==> src/rtl/core/tsbd_pkg.sv <==
package tsbd_pkg;

  localparam int COORD_W = 32;
  localparam int TRIG_W  = 16;
  localparam int PROD_W  = 48;
  localparam int SUM_W   = 63;
  localparam int AMP_W   = 32;
  localparam int MAG_W   = 33;
  localparam int CNT_W   = 15;
  localparam int LANES   = 3;
  localparam int SUMS    = 6;

  localparam logic [0:0] REG_PHASE_START = 1'b0;
  localparam logic [0:0] REG_PHASE_STEP  = 1'b1;

  typedef logic signed [SUM_W-1:0] sum_t;
  typedef logic signed [AMP_W-1:0] amp_t;

  function automatic logic [15:0] sine_entry(input int n, input int k);
    logic [63:0] x;
    logic [63:0] x2;
    logic [63:0] term;
    logic signed [63:0] s;
    logic signed [63:0] v;
    x = (64'd1686629713 * 64'(k) + 64'(n / 2)) / 64'(n);
    x2 = (x * x) >> 30;
    term = x;
    s = $signed(x);
    for (int i = 1; i <= 8; i++) begin
      term = ((term * x2) >> 30) / 64'((2 * i) * (2 * i + 1));
      if ((i % 2) == 1) s = s - $signed(term);
      else s = s + $signed(term);
    end
    if (s < 0) s = 0;
    v = (s + 64'sd16384) >>> 15;
    if (v > 64'sd32767) v = 64'sd32767;
    return v[15:0];
  endfunction

endpackage

==> src/rtl/core/tsbd_lane.sv <==
module tsbd_lane (
  input  logic                                 clk,
  input  logic                                 clr,
  input  logic                                 en,
  input  logic signed [tsbd_pkg::COORD_W-1:0]  coord,
  input  logic signed [tsbd_pkg::TRIG_W-1:0]   cos_v,
  input  logic signed [tsbd_pkg::TRIG_W-1:0]   sin_v,
  output tsbd_pkg::sum_t                       sum_cos,
  output tsbd_pkg::sum_t                       sum_sin
);
  import tsbd_pkg::*;

  sum_t sum_cos_r, sum_cos_nxt, sum_sin_r, sum_sin_nxt;
  logic signed [PROD_W-1:0] pc, ps;

  assign pc = PROD_W'(coord) * PROD_W'(cos_v);
  assign ps = PROD_W'(coord) * PROD_W'(sin_v);

  always_comb begin
    sum_cos_nxt = sum_cos_r;
    sum_sin_nxt = sum_sin_r;
    if (clr) begin
      sum_cos_nxt = '0;
      sum_sin_nxt = '0;
    end
    if (en) begin
      sum_cos_nxt = sum_cos_nxt + SUM_W'(pc);
      sum_sin_nxt = sum_sin_nxt + SUM_W'(ps);
    end
  end

  always_ff @(posedge clk) begin
    sum_cos_r <= sum_cos_nxt;
    sum_sin_r <= sum_sin_nxt;
  end

  assign sum_cos = sum_cos_r;
  assign sum_sin = sum_sin_r;
endmodule

==> config.mk <==
export PLATFORM = sky130hd
export DESIGN_NAME = tsbd_lane
export DESIGN_NICKNAME = d
export VERILOG_FILES = /design/src/rtl/core/tsbd_pkg.sv /design/src/rtl/core/tsbd_lane.sv
export SDC_FILE = /design/constraint.sdc
export NUM_CORES = 2
export LEC_CHECK = 0
export ABC_CLOCK_PERIOD_IN_PS = 11900
export BUFFER_PORTS_ARGS = -buffer_cell sky130_fd_sc_hd__buf_2
export CORE_ASPECT_RATIO = 0.7
export CORE_MARGIN = 1.5
export CORE_UTILIZATION = 50
export DETAILED_ROUTE_END_ITERATION = 8
export PLACE_DENSITY = 0.79
export SLEW_MARGIN = 0
export SYNTH_ARGS = -nofsm -noshare
export SYNTH_HDL_FRONTEND = slang
export SYNTH_SLANG_ARGS = --single-unit
==> constraint.sdc <==
create_clock -name clk -period 11.9 [get_ports clk]
set_input_delay 2.38 -clock clk [delete_from_list [all_inputs] [get_ports clk]]
set_output_delay 2.38 -clock clk [all_outputs]
set_load 0.02 [all_outputs]
==> impl_metrics.py <==
metrics = {
    "setup_path": {
        "crit_family": "adder cells",
        "slowest_delay_ns": 0.87,
        "critPathLaunchType": "input pin",
        "path_max_fanout": 32,
        "cp_num_buf_inv": 4,
        "cp.depth": 22,
        "cp-end-kind": "flop",
        "cp.required_ns": 12.32,
        "crit_top_cell": "fa_1",
        "slowest_stage": "fa_1",
        "crit_type": "in -> reg",
        "worstPathCellList": "buf_2 > nand2_1 > inv_1 > fa_1 > fa_1 > fa_1 > fa_1 > fa_1 > inv_1 > fa_1 > inv_1 > ha_1 > and4_1 > nand4_1 > nor3_1 > nand3_1 > a21oi_1 > o31ai_1 > o21ai_1 > a211oi_1 > xnor2_1 > mux2_2",
        "r2r.worst_path.cells": 18,
        "worst_ep_arrival_time_ns": 10.24,
    },
    "placed_design": {
        "place.gp.congestion": 0.931,
        "numPlacedInstances": 6577,
        "hpwl_um": 96200,
        "port_buffers": 192,
    },
    "die": {
        "rows": 95,
        "die-area_um2": 99400,
        "die_y_um": 264,
        "core_area_um2": 96300,
        "start_util_pct": 50.6,
        "io_pins": 193,
        "die_w_um": 376,
    },
    "min_path": {
        "hold_depth": 2,
        "min-delay-path-class": "reg -> reg",
    },
    "sta": {
        "post-route-min-period_ns": 9.82,
        "timing.slew.headroom_pct": 31.8,
        "rsz0062_at_grt": "no",
        "tightest_slew_ns": 1.01,
        "finalCritPeriodShare_pct": 82.5,
        "setup_tns_ns": 0,
        "setup_violations": 0,
        "slew_violations": 0,
        "skew_ns": 0.0237,
        "hold_slack_ns": 0.581,
        "fmax_ghz": 0.102,
        "finalHoldViolations": 0,
    },
    "yosys": {
        "synth.area.top_cells": "fa_1 (49%), inv_1 (10%), ha_1 (8.3%)",
        "synthDistinctLibCells": 66,
        "synth_area_leader_cell": "fa_1",
        "syn-num-nets": 6953,
        "synth_enable_flop_cells": 0,
        "syn_area_um2": 48700,
        "synth_top_area_share_pct": 49.1,
        "yosysWarningCount": 0,
        "ys_seq_area_share_pct": 5.17,
        "ys_ff_latch": 126,
        "synth_area_per_cell_um2": 9.08,
        "synth_cells": 5368,
        "async_flop_share_pct": 0,
        "ys.flop_type": "dfxtp_1",
    },
    "cts": {
        "cts_tree": "built",
        "htree_levels": 4,
        "cts_buffers": 17,
        "clk_pin_slew_ns": 0.06,
        "clock-root-buffer": "clkbuf_16",
        "cts_resized": 0,
        "cts_setup_buffers": 0,
        "ctsHoldBuffers": 0,
        "insertion_delay_ns": 0.55,
        "clock-sinks": 126,
        "clk_path_buf_depth": 2,
    },
    "grt": {
        "grt_pass1_wl_um": 198000,
        "gr-usage-met3_pct": 5.29,
        "grt_pass1_vias": 38700,
        "antenna_found_initial": 11,
        "grt_start_max_net_pins": 61,
        "top_usage_layer": "met2",
        "track_usage_pct": 25.2,
        "met1_usage_pct": 33.5,
        "globalRouteOverflowTotal": 0,
        "use_met2_pct": 42.0,
    },
    "routing": {
        "vias": 35600,
        "viasPerCell": 5.39,
        "ant_nets": 0,
        "firstDrtPassIters": 6,
        "routed_wl_um": 118000,
        "drtIter0Drc": 2635,
        "route.detailed.drc": 0,
        "wire_per_inst_um": 17.9,
    },
    "status": {
        "status": "finished clean",
    },
    "finish": {
        "n_fill_cell": 8608,
        "seq_area_um2": 2520,
        "fin_cells": 6615,
        "syn_to_final_growth_pct": 4.78,
        "final_common_cell": "inv_1",
        "drive_gt1_share_pct": 6.77,
        "layout.nets": 6920,
        "multi_input_area_um2": 40200,
        "mostFrequentLayoutCells": "inv_1 (1336), fa_1 (1196), nand2_1 (670), and2_1 (393), ha_1 (322)",
        "utilization_pct": 53.1,
    },
    "run": {
        "drv_cap": 0,
    },
}
layer usage:
layer  vias to the layer above  routed length (µm)
li1                      15700                   -
met3                       211                9300
met5                         -                  93
met1                     18400               47900
met4                        14                2540
met2                      1310               58600
path summary, 6_finish.rpt:
check	from	endpoint	slack, ns
max	sin_v[1]	sum_sin[56]$_DFF_P_	2.08
min	sum_sin[15]$_DFF_P_	sum_sin[15]$_DFF_P_	0.58
max reg2reg	sum_sin[22]$_DFF_P_	sum_sin[48]$_DFF_P_	5.13
min reg2reg	sum_sin[15]$_DFF_P_	sum_sin[15]$_DFF_P_	0.58
area by class of cell:
type | instances | share of cell area [%]
multi-input combinational | 3639 | 78.7
inverter | 1337 | 9.83
sequential | 126 | 4.94
tap | 1261 | 3.09
timing repair buffer | 214 | 2.25
clock buffer | 22 | 0.948
clock inverter | 10 | 0.218
antenna | 6 | 0.0294
Yosys cell counts, types with 4 or more instances:
cell and number:
nor2_1 135, nor4_1 4, a21boi_0 6, o21ai_0 62, o31ai_1 6, buf_2 4, a31oi_1 22, inv_1 1336
and3_1 16, or3_1 4, mux2_2 105, a21o_1 88, a221oi_1 7, clkbuf_1 260, a21oi_1 136, xnor2_1 83
fa_1 1196, o21bai_1 26, a211oi_1 12, o21a_1 16, and4_1 5, nor2b_1 131, ha_1 322, and2_1 393
o211ai_1 11, nand2b_1 13, xor2_1 40, o2111ai_1 8, nand2_1 670, dfxtp_1 126, nand4_1 38, nor3_1 15
nand3_1 18, nand3b_1 4
sequential cells by signal (all words and copies together), names as in the netlist:
| signal | flops |
|---|---|
| sum_cos | 63 |
| sum_sin | 63 |
through the flow:
step                worst slack [ns]  cell area (µm²)
CTS                             2.35            51100
global placement                1.96            50500
detailed placement              1.78            50500
floorplan                       2.92            48700
finish                          2.08            51100
global route                    1.82            51100
worst reg2reg max path, delay by kind of cell (launching register included):
kind | cells | cell delay (ns)
XOR/XNOR | 1 | 0.18
adder cells (fa/ha/maj) | 6 | 2.73
flip-flops | 1 | 0.32
AO/OA/AOI/OAI | 4 | 1.92
multiplexers | 1 | 0.26
buffers and inverters | 2 | 0.09
AND/OR/NAND/NOR | 4 | 1.18
cell families after synthesis:
logic type / after synthesis / share of synthesized area [%]
compound gates: 435 / 5.86
xor+xnor: 123 / 2.21
fa+ha+maj: 1518 / 57.4
buf+inv: 1603 / 12.4
flops: 126 / 5.17
mux: 106 / 2.45
simple gates: 1457 / 14.6
Power is left out: the tool's default activity adds up to more than one toggle a clock period on the data nets, which glitch-free logic cannot reach.
